<file path="config.mk">
export PLATFORM = sky130hd
export DESIGN_NAME = rgb_hsv_saturation
export DESIGN_NICKNAME = d
export VERILOG_FILES = /design/src/rhs_pkg.sv /design/src/rgb_hsv_saturation.sv
export SDC_FILE = /design/constraint.sdc
export NUM_CORES = 1
export LEC_CHECK = 0
export BUFFER_PORTS_ARGS = -buffer_cell sky130_fd_sc_hd__buf_2
export CAP_MARGIN = 20
export CELL_PAD_IN_SITES_DETAIL_PLACEMENT = 0
export CELL_PAD_IN_SITES_GLOBAL_PLACEMENT = 2
export CORE_MARGIN = 3
export CORE_UTILIZATION = 40
export CTS_CLUSTER_SIZE = 25
export DETAILED_ROUTE_END_ITERATION = 7
export GPL_TIMING_DRIVEN = 0
export MAX_ROUTING_LAYER = met4
export PLACE_DENSITY_LB_ADDON = 0.25
export SLEW_MARGIN = 20
export SYNTH_ARGS = -nofsm -noshare
export SYNTH_HDL_FRONTEND = slang
export SYNTH_SLANG_ARGS = --single-unit
</file>
<file path="constraint.sdc">
create_clock -name clk -period 24.6 [get_ports clk]
set_input_delay 0 -clock clk [delete_from_list [all_inputs] [get_ports clk]]
set_output_delay 0 -clock clk [all_outputs]
set_load 0.01 [all_outputs]
</file>
<file path="src/rhs_pkg.sv">
// Package for the RGB to HSV saturation pipeline: widths, stage counts and
// the pipeline stage record. No dependencies.
package rhs_pkg;

    localparam int PIX_W     = 8;                 // width of one color sample
    localparam int FRAC_BITS = 15;                // fraction bits of the result, 8..24
    localparam int SAT_W     = 16;                // width of the saturation field
    localparam int QUO_W     = FRAC_BITS + 1;     // full quotient, up to 1.0
    localparam int IN_DATA_W = 3 * PIX_W;         // red, green, blue packed

    // Restoring divider: quotient bits resolved per pipeline stage
    localparam int STEPS_PER_STAGE = 4;
    localparam int DIV_STAGES      = (FRAC_BITS + STEPS_PER_STAGE - 1) / STEPS_PER_STAGE;

    localparam logic [SAT_W-1:0] SAT_MAX = {SAT_W{1'b1}};

    typedef struct packed {
        logic [PIX_W-1:0] hi;     // divisor: largest sample
        logic [PIX_W-1:0] rem;    // partial remainder, below hi unless the pixel is black
        logic [QUO_W-1:0] quo;    // quotient bits resolved so far
        logic             undef;  // black pixel
        logic             eoi;    // end-of-image mark
    } stage_t;

endpackage

</file>
<file path="src/rgb_hsv_saturation.sv">
// Top level: HSV saturation (max - min) / max of an RGB pixel stream.
// Depends on rhs_pkg.
//
//  channel  | dir | tdata                            | tuser      | tlast
//  s_axis   | in  | [7:0] red [15:8] green [23:16] blue | -       | end_of_image
//  m_axis   | out | [15:0] saturation                | undefined  | end_of_image_out
//
// One pixel per clock, sustained while m_axis is ready. The pipeline is one
// stage for max/min and the top quotient bit, DIV_STAGES stages of the
// restoring divider at up to STEPS_PER_STAGE bits each, and one output
// register that saturates and masks black pixels.
// Reset clears only the stage and output valid bits; data registers are not reset.
// A stall at m_axis holds the output; each stage still fills while the one
// ahead of it is empty, so bubbles get squeezed and no request is lost.
module rgb_hsv_saturation
(
    input  logic                          clk,
    input  logic                          rst_n,
    input  logic                          s_axis_tvalid,
    output logic                          s_axis_tready,
    input  logic [rhs_pkg::IN_DATA_W-1:0] s_axis_tdata,   // red, green, blue
    input  logic                          s_axis_tlast,   // end_of_image
    output logic                          m_axis_tvalid,
    input  logic                          m_axis_tready,
    output logic [rhs_pkg::SAT_W-1:0]     m_axis_tdata,   // saturation
    output logic                          m_axis_tuser,   // undefined
    output logic                          m_axis_tlast    // end_of_image_out
);
    import rhs_pkg::*;

    // Stage 0 is max/min, stages 1..DIV_STAGES run the divider
    stage_t               st_reg  [0:DIV_STAGES];
    stage_t               st_next [0:DIV_STAGES];
    logic [DIV_STAGES:0]  vld_reg;
    logic [DIV_STAGES:0]  adv;

    logic                 out_vld_reg;
    logic [SAT_W-1:0]     out_data_reg;
    logic [SAT_W-1:0]     out_data_next;
    logic                 out_undef_reg;
    logic                 out_eoi_reg;
    logic                 out_adv;

    logic [PIX_W-1:0]     red, green, blue;
    logic [PIX_W-1:0]     hi, lo;

    // ---------------- flow control ----------------
    // A stage takes a new request when empty or when it hands its own on.
    assign out_adv = !out_vld_reg || m_axis_tready;

    always_comb
    begin
        adv[DIV_STAGES] = !vld_reg[DIV_STAGES] || out_adv;
        for (int i = DIV_STAGES - 1; i >= 0; i--)
        begin
            adv[i] = !vld_reg[i] || adv[i+1];
        end
    end

    assign s_axis_tready = adv[0];

    // ---------------- stage 0: max, min, top quotient bit ----------------
    assign red   = s_axis_tdata[PIX_W-1:0];
    assign green = s_axis_tdata[2*PIX_W-1:PIX_W];
    assign blue  = s_axis_tdata[3*PIX_W-1:2*PIX_W];

    always_comb
    begin
        hi = red;
        lo = red;
        if (green > hi) hi = green;
        if (blue  > hi) hi = blue;
        if (green < lo) lo = green;
        if (blue  < lo) lo = blue;

        // diff <= hi, so the integer bit is set only when min is zero;
        // then the ratio is exactly 1.0 and nothing remains.
        st_next[0].hi    = hi;
        st_next[0].undef = (hi == '0);
        st_next[0].eoi   = s_axis_tlast;
        if (lo == '0)
        begin
            st_next[0].rem = '0;
            st_next[0].quo = QUO_W'(1);
        end
        else
        begin
            st_next[0].rem = hi - lo;
            st_next[0].quo = '0;
        end
    end

    // ---------------- divider stages ----------------
    genvar g;
    generate
        for (g = 1; g <= DIV_STAGES; g++)
        begin : g_div
            always_comb
            begin
                logic [PIX_W:0]   trial;
                logic [PIX_W-1:0] rem;
                logic [QUO_W-1:0] quo;
                logic             qbit;
                rem = st_reg[g-1].rem;
                quo = st_reg[g-1].quo;
                for (int k = 0; k < STEPS_PER_STAGE; k++)
                begin
                    if ((g - 1) * STEPS_PER_STAGE + k < FRAC_BITS)
                    begin
                        trial = {rem, 1'b0};
                        qbit  = (trial >= {1'b0, st_reg[g-1].hi});
                        if (qbit)
                        begin
                            trial = trial - {1'b0, st_reg[g-1].hi};
                        end
                        rem = trial[PIX_W-1:0];
                        quo = {quo[QUO_W-2:0], qbit};
                    end
                end
                st_next[g]     = st_reg[g-1];
                st_next[g].rem = rem;
                st_next[g].quo = quo;
            end
        end
    endgenerate

    // ---------------- output: clamp and mask ----------------
    generate
        if (QUO_W > SAT_W)
        begin : g_clamp
            always_comb
            begin
                if (st_reg[DIV_STAGES].undef)
                    out_data_next = '0;
                else if (|st_reg[DIV_STAGES].quo[QUO_W-1:SAT_W])
                    out_data_next = SAT_MAX;
                else
                    out_data_next = st_reg[DIV_STAGES].quo[SAT_W-1:0];
            end
        end
        else
        begin : g_noclamp
            always_comb
            begin
                if (st_reg[DIV_STAGES].undef)
                    out_data_next = '0;
                else
                    out_data_next = SAT_W'(st_reg[DIV_STAGES].quo);
            end
        end
    endgenerate

    // ---------------- registers ----------------
    always_ff @(posedge clk or negedge rst_n)
    begin
        if (!rst_n)
        begin
            vld_reg     <= '0;
            out_vld_reg <= 1'b0;
        end
        else
        begin
            if (adv[0])
                vld_reg[0] <= s_axis_tvalid;
            for (int i = 1; i <= DIV_STAGES; i++)
            begin
                if (adv[i])
                    vld_reg[i] <= vld_reg[i-1];
            end
            if (out_adv)
                out_vld_reg <= vld_reg[DIV_STAGES];
        end
    end

    always_ff @(posedge clk)
    begin
        for (int i = 0; i <= DIV_STAGES; i++)
        begin
            if (adv[i])
                st_reg[i] <= st_next[i];
        end
        if (out_adv)
        begin
            out_data_reg  <= out_data_next;
            out_undef_reg <= st_reg[DIV_STAGES].undef;
            out_eoi_reg   <= st_reg[DIV_STAGES].eoi;
        end
    end

    assign m_axis_tvalid = out_vld_reg;
    assign m_axis_tdata  = out_data_reg;
    assign m_axis_tuser  = out_undef_reg;
    assign m_axis_tlast  = out_eoi_reg;

`ifndef ASSERT_OFF
    // Black pixel always comes out as zero saturation
    assert property (@(posedge clk) disable iff (!rst_n)
        m_axis_tvalid && m_axis_tuser |-> m_axis_tdata == '0)
        else $error("undefined result with nonzero saturation");

    // Divider invariant: remainder stays below the divisor
    assert property (@(posedge clk) disable iff (!rst_n)
        vld_reg[DIV_STAGES] && !st_reg[DIV_STAGES].undef |->
        st_reg[DIV_STAGES].rem < st_reg[DIV_STAGES].hi)
        else $error("divider remainder not below divisor");

    // With the output empty every stage can move, so input must be ready
    assert property (@(posedge clk) disable iff (!rst_n)
        !m_axis_tvalid |-> s_axis_tready)
        else $error("input stalled with empty output");

    // A held output request is not overwritten
    assert property (@(posedge clk) disable iff (!rst_n)
        m_axis_tvalid && !m_axis_tready |=> $stable(m_axis_tdata) && m_axis_tvalid)
        else $error("stalled result changed");
`endif

endmodule
</file>
==> results of run 1 <==
## logic make-up (layout without fill, tap and decap cells)
family                   Yosys count  in the layout  share of synthesized area, %
AO/OA/AOI/OAI                    327            327                         18.76
XOR/XNOR                          67             67                         4.993
adder cells (fa/ha/maj)          144            144                         15.65
buffers and inverters            111            197                         3.747
flip-flops                       142            142                         36.02
multiplexers                      50             50                         4.641
AND/OR/NAND/NOR                  366            366                         16.19
## placed cells by master (no fill, tap or decap), types with 24 or more instances in the layout
master	instances
nand2b_1	24
xnor2_1	38
buf_2	53
mux2_2	27
edfxtp_1	136
xor2_1	29
nor2_1	89
ha_1	139
nand2_1	72
nor3_1	36
o21ai_0	80
a21oi_1	78
inv_1	88
o21a_1	31
nor2b_1	42
## final cells by class
type,count,area [um^2]
buffer,17,85.08
clock buffer,17,425.4
clock inverter,15,191.4
fill,2812,15690
inverter,94,355.3
multi-input combinational,954,7089
sequential,142,4234
tap,384,480.5
timing repair buffer,54,310.3
## what timing repair did
action                                  in CTS  in global routing
buffers inserted                             0                  0
endpoints found under the setup margin       0                  0
hold buffers                                 5                  0
endpoints found under the hold margin        9                  0
## per-stage QoR
stage               setup WS (ns)  hold WS, ns  util (%)  instances  instance area (um^2)
floorplan                   16.49      -0.2956         -       1207                 11750
global placement            14.63      -0.1725     43.23       1639                 12470
detailed placement          14.84      -0.1666     43.31       1640                 12500
CTS                         14.76      0.05225     45.63       1677                 13170
global route                13.91      0.08041     45.64       1677                 13170
finish                      14.67      0.06840     45.64       1677                 13170
## worst paths after layout
check | slack, ns | cells after the start | start | endpoint
worst max-delay path | 14.67 | 34 | st_reg[0][95] | st_reg[0][121]
worst min-delay path | 0.07 | 2 | s_axis_tdata[19] | st_reg[0][29]
worst max register to register | 14.67 | 34 | st_reg[0][95] | st_reg[0][121]
worst min register to register | 0.41 | 0 | st_reg[0][77] | st_reg[0][115]
max in group asynchronous | 23.88 | 3 | rst_n | vld_reg[0]
min in group asynchronous | 0.50 | 3 | rst_n | m_axis_tvalid
## layer usage
metal,wire (um),vias to the layer above
met5,0,-
met4,274,0
met3,756,18
met2,13310,129
met1,13540,4275
li1,-,4665
==> flow_metrics.py, run 1 <==
metrics = {
    "status": {
        "outcome": "finished, final reports clean",
    },
    "grt": {
        "grt_pass1_vias": 8776,
        "grt_use_met2_pct": 30.50,
        "grt_pass1_wl_um": 45350,
        "antenna_found_initial": 1,
        "grt.overflow.total": 0,
        "use_met3_pct": 2.953,
        "met1_usage_pct": 24.65,
        "busiest_layer": "met2",
        "grt_max_degree": 29,
        "grt_use_total_pct": 18.55,
    },
    "clock_network": {
        "clockBufferDepth": 2,
        "clk_latency_ns": 0.42,
        "root_buffer": "clkbuf_16",
        "clkTransAtPathRegs_ns": 0.07,
        "tritoncts": "built",
        "htree_levels": 4,
        "cts_num_sinks": 142,
        "cts_resized": 0,
        "numCtsBuffers": 17,
    },
    "placement": {
        "port_buffers": 48,
        "place.gp.congestion": 0.8463,
        "dpl.hpwl_um": 22470,
    },
    "sta": {
        "timing.final.crit_share_pct": 40.37,
        "fmax_ghz": 0.1007,
        "worstMarginPinSlew_ns": 0.9852,
        "finalSetupTns_ns": 0,
        "rsz0062_at_grt": "false",
        "finalHoldViolCount": 0,
        "period_minus_slack_ns": 9.930,
        "finalSetupViolations": 0,
        "slew_violations": 0,
        "slew_headroom_pct": 33.91,
        "fin_skew_ns": 0.02021,
    },
    "yosys": {
        "synth-async-reset-ratio_pct": 4.225,
        "synth.most_common_cell": "ha_1",
        "synth_edf_count": 136,
        "ys_warn_count": 0,
        "synth_area_per_cell_um2": 9.738,
        "synth_common_cells": "139 x ha_1, 136 x edfxtp_1, 89 x inv_1, 89 x nor2_1, 80 x o21ai_0",
        "syn-num-nets": 1380,
        "netlist_instances": 1207,
        "yosys_register_bits": 142,
        "dominantRegCellSynth": "edfxtp_1",
        "synth_top_area_share_pct": 34.75,
        "synth_area_leader_cell": "edfxtp_1",
        "synth_area_um2": 11750,
        "ys_types": 85,
        "ys_seq_area_share_pct": 36.02,
        "synth.area.top_cells": "edfxtp_1 35%, ha_1 15%, o21ai_0 3.4%",
    },
    "min_path": {
        "hold_path_class": "primary input to register",
    },
    "drt": {
        "postRouteAntennaNets": 0,
        "avgRoutedWirePerCell_um": 16.63,
        "routed_wl_um": 27890,
        "drc": 0,
        "vias_per_cell": 5.419,
        "drt_first_pass_iters": 5,
        "drt_iter0_drc": 443,
        "vias": 9087,
    },
    "layout": {
        "syn_to_final_growth_pct": 12.06,
        "largest_reg_flops": 118,
        "layout-drive-gt1-share_pct": 11.68,
        "nNetsFinal": 1453,
        "antenna_cells": 0,
    },
    "worst_setup_path": {
        "crit_family": "compound AO/OA/AOI/OAI gates",
        "criticalPathCategory": "register to register",
        "slowest_stage": "nor3b_1",
        "start_kind": "register",
        "required_ns": 24.86,
        "arrival_ns": 10.19,
        "crit_path_max_incr_delay_ns": 0.83,
        "worstPathMaxFanout": 10,
        "end_kind": "register",
        "crit_buf_inv": 5,
        "crit_top_cell": "ha_1",
    },
    "floorplan": {
        "coreArea_um2": 28860,
        "die_w_um": 177.4,
        "rows": 62,
        "ios": 49,
        "die_y_um": 177.4,
        "die-area_um2": 31480,
        "start_util_pct": 40.73,
    },
    "flow_run": {
        "maxCapViolCount": 0,
    },
}
Power of run 1 is not shown: default switching activity piles up to over one toggle a cycle in this logic, so the estimate is an artifact.
==> run 2: changes to the inputs <==
- clock period: 24.6 -> 9.35 ns (I/O delays scaled with it)
==> run 2 against run 1 <==
  * Worst setup slack got worse by 14 ns
  * Sequential share of layout area is 0.25 points lower
  * Utilization increased by 0.36 points
  * Clock skew grew 0.0019 ns
  * Die area is the same
  * Non-clock buffer count up 1
  * Final cell count hardly changed
  * Routed wire length grew 0.77%
  * Count of clock-buffer cells in the layout is the same
  * Register-to-register slack got worse by 14 ns
  * First-iteration DRC count shrank 3.8%
  * Final area increased by 0.78%
==> flow_metrics.py, run 2 (same netlist as run 1, synthesis figures left out) <==
metrics = {
    "worst_setup_path": {
        "reg2reg_to": "st_reg[0][89]",
        "crit_top_cell": "ha_1",
        "r2r-start": "st_reg[0][66]",
        "arrival_ns": 8.97,
        "criticalPathCategory": "register to register",
        "r2r_slack_ns": 0.54,
        "required_ns": 9.51,
        "crit_path_max_incr_delay_ns": 0.51,
        "end_kind": "register",
        "r2r_cells": 37,
        "worstPathMaxFanout": 10,
        "start_kind": "register",
        "slowest_stage": "or4b_4",
    },
    "sta": {
        "finalHoldViolCount": 0,
        "fmax_ghz": 0.1135,
        "finalSetupViolations": 0,
        "worst_slack_ns": 0.5415,
        "whs_ns": 0.07294,
        "fin_skew_ns": 0.02210,
        "timing.final.crit_share_pct": 94.21,
        "slew_violations": 0,
        "worstMarginPinSlew_ns": 0.9847,
        "slew_headroom_pct": 33.95,
        "period_minus_slack_ns": 8.809,
        "rsz0062_at_grt": "false",
    },
    "layout": {
        "utilization_pct": 46.00,
        "layout_commonest_cell": "ha_1",
        "multi_input_area_um2": 7172,
        "syn_to_final_growth_pct": 12.93,
        "nFillCells": 2805,
        "largest_reg_flops": 118,
        "nNetsFinal": 1454,
        "antenna_cells": 0,
        "regArea_um2": 4234,
        "stdcell_count": 1678,
        "final_cell_mix": "139 x ha_1, 136 x edfxtp_1, 89 x nor2_1",
        "layout-drive-gt1-share_pct": 13.21,
    },
    "clock_network": {
        "clk_latency_ns": 0.42,
        "root_buffer": "clkbuf_16",
        "clkTransAtPathRegs_ns": 0.07,
        "tritoncts": "built",
        "clockBufferDepth": 2,
        "numCtsBuffers": 17,
        "cts_num_sinks": 142,
        "htree_levels": 4,
    },
    "drt": {
        "routed_wl_um": 28100,
        "drt_first_pass_iters": 5,
        "postRouteAntennaNets": 0,
        "vias": 9102,
        "vias_per_cell": 5.424,
        "avgRoutedWirePerCell_um": 16.75,
        "drc": 0,
        "drt_iter0_drc": 426,
    },
    "min_path": {
        "holdPathEnd": "st_reg[0][29]",
        "holdPathStages": 2,
        "hold_path_class": "primary input to register",
        "hold_start": "s_axis_tdata[19]",
    },
    "grt": {
        "grt_pass1_wl_um": 45480,
        "grt_use_total_pct": 18.60,
        "grt_max_degree": 29,
        "grt.overflow.total": 0,
        "grt_pass1_vias": 8790,
        "antenna_found_initial": 1,
    },
    "placement": {
        "port_buffers": 48,
        "dpl.hpwl_um": 22470,
        "place.gp.congestion": 0.8463,
        "dpl.cell_count": 1640,
        "pre_cts_slack_ns": -0.4114,
    },
    "floorplan": {
        "rows": 62,
        "die_w_um": 177.4,
        "die_y_um": 177.4,
        "start_util_pct": 40.73,
        "die-area_um2": 31480,
        "ios": 49,
        "coreArea_um2": 28860,
    },
    "flow_run": {
        "maxCapViolCount": 0,
    },
    "status": {
        "outcome": "finished, final reports clean",
    },
}
-- run 2: worst max-delay path: cells and delay by family (launching register included) --
kind / cells / cell delay (ns)
AO/OA/AOI/OAI: 17 / 3.31
flip-flops: 1 / 0.44
AND/OR/NAND/NOR: 10 / 2.12
buffers and inverters: 4 / 0.63
adder cells (fa/ha/maj): 4 / 1.31
multiplexers: 2 / 0.75
-- run 2: cell type report --
cell class	instances	share of cell area [%]
buffer	16	0.6315
clock buffer	17	3.205
clock inverter	15	1.442
inverter	94	2.724
multi-input combinational	954	54.03
sequential	142	31.90
tap	384	3.620
timing repair buffer	56	2.451
-- run 2: worst max path at each step --
stage	from	end	slack (ns)
3_3_place_gp	st_reg[0][26]	st_reg[0][58]	-0.62
3_5_place_dp	st_reg[0][26]	st_reg[0][58]	-0.41
2_1_floorplan	st_reg[0][26]	st_reg[0][55]	1.24
4_1_cts	st_reg[0][26]	st_reg[0][55]	0.07
6_report	st_reg[0][66]	st_reg[0][89]	0.54
5_1_grt	st_reg[0][66]	st_reg[0][89]	0.07
-- run 2: stage by stage --
stage	setup TNS [ns]	area, um^2
floorplan	0	11750
global placement	-6.351	12470
detailed placement	-4.150	12500
CTS	0	13190
global route	0	13270
finish	0	13270
-- run 2: layer usage --
layer  part of all wire (%)  GRT usage, %  vias up  wire length [um]
met5                      0             -        -                 0
li1                       -             -     4667                 -
met1                     49         24.75     4314             13750
met3                    2.2         2.953       16               629
met4                   0.96         3.109        0               269
met2                     48         30.54      105             13450
-- run 2: what timing repair did --
action | in CTS | in global routing
gates resized for setup | 5 | 21
hold endpoints to repair | 9 | 0
hold buffers | 5 | 0
gates cloned | 0 | 0
setup endpoints to repair | 18 | 27
setup buffers | 2 | 0
pin swaps | 1 | 0
Power of run 2 is left out for the same reason.
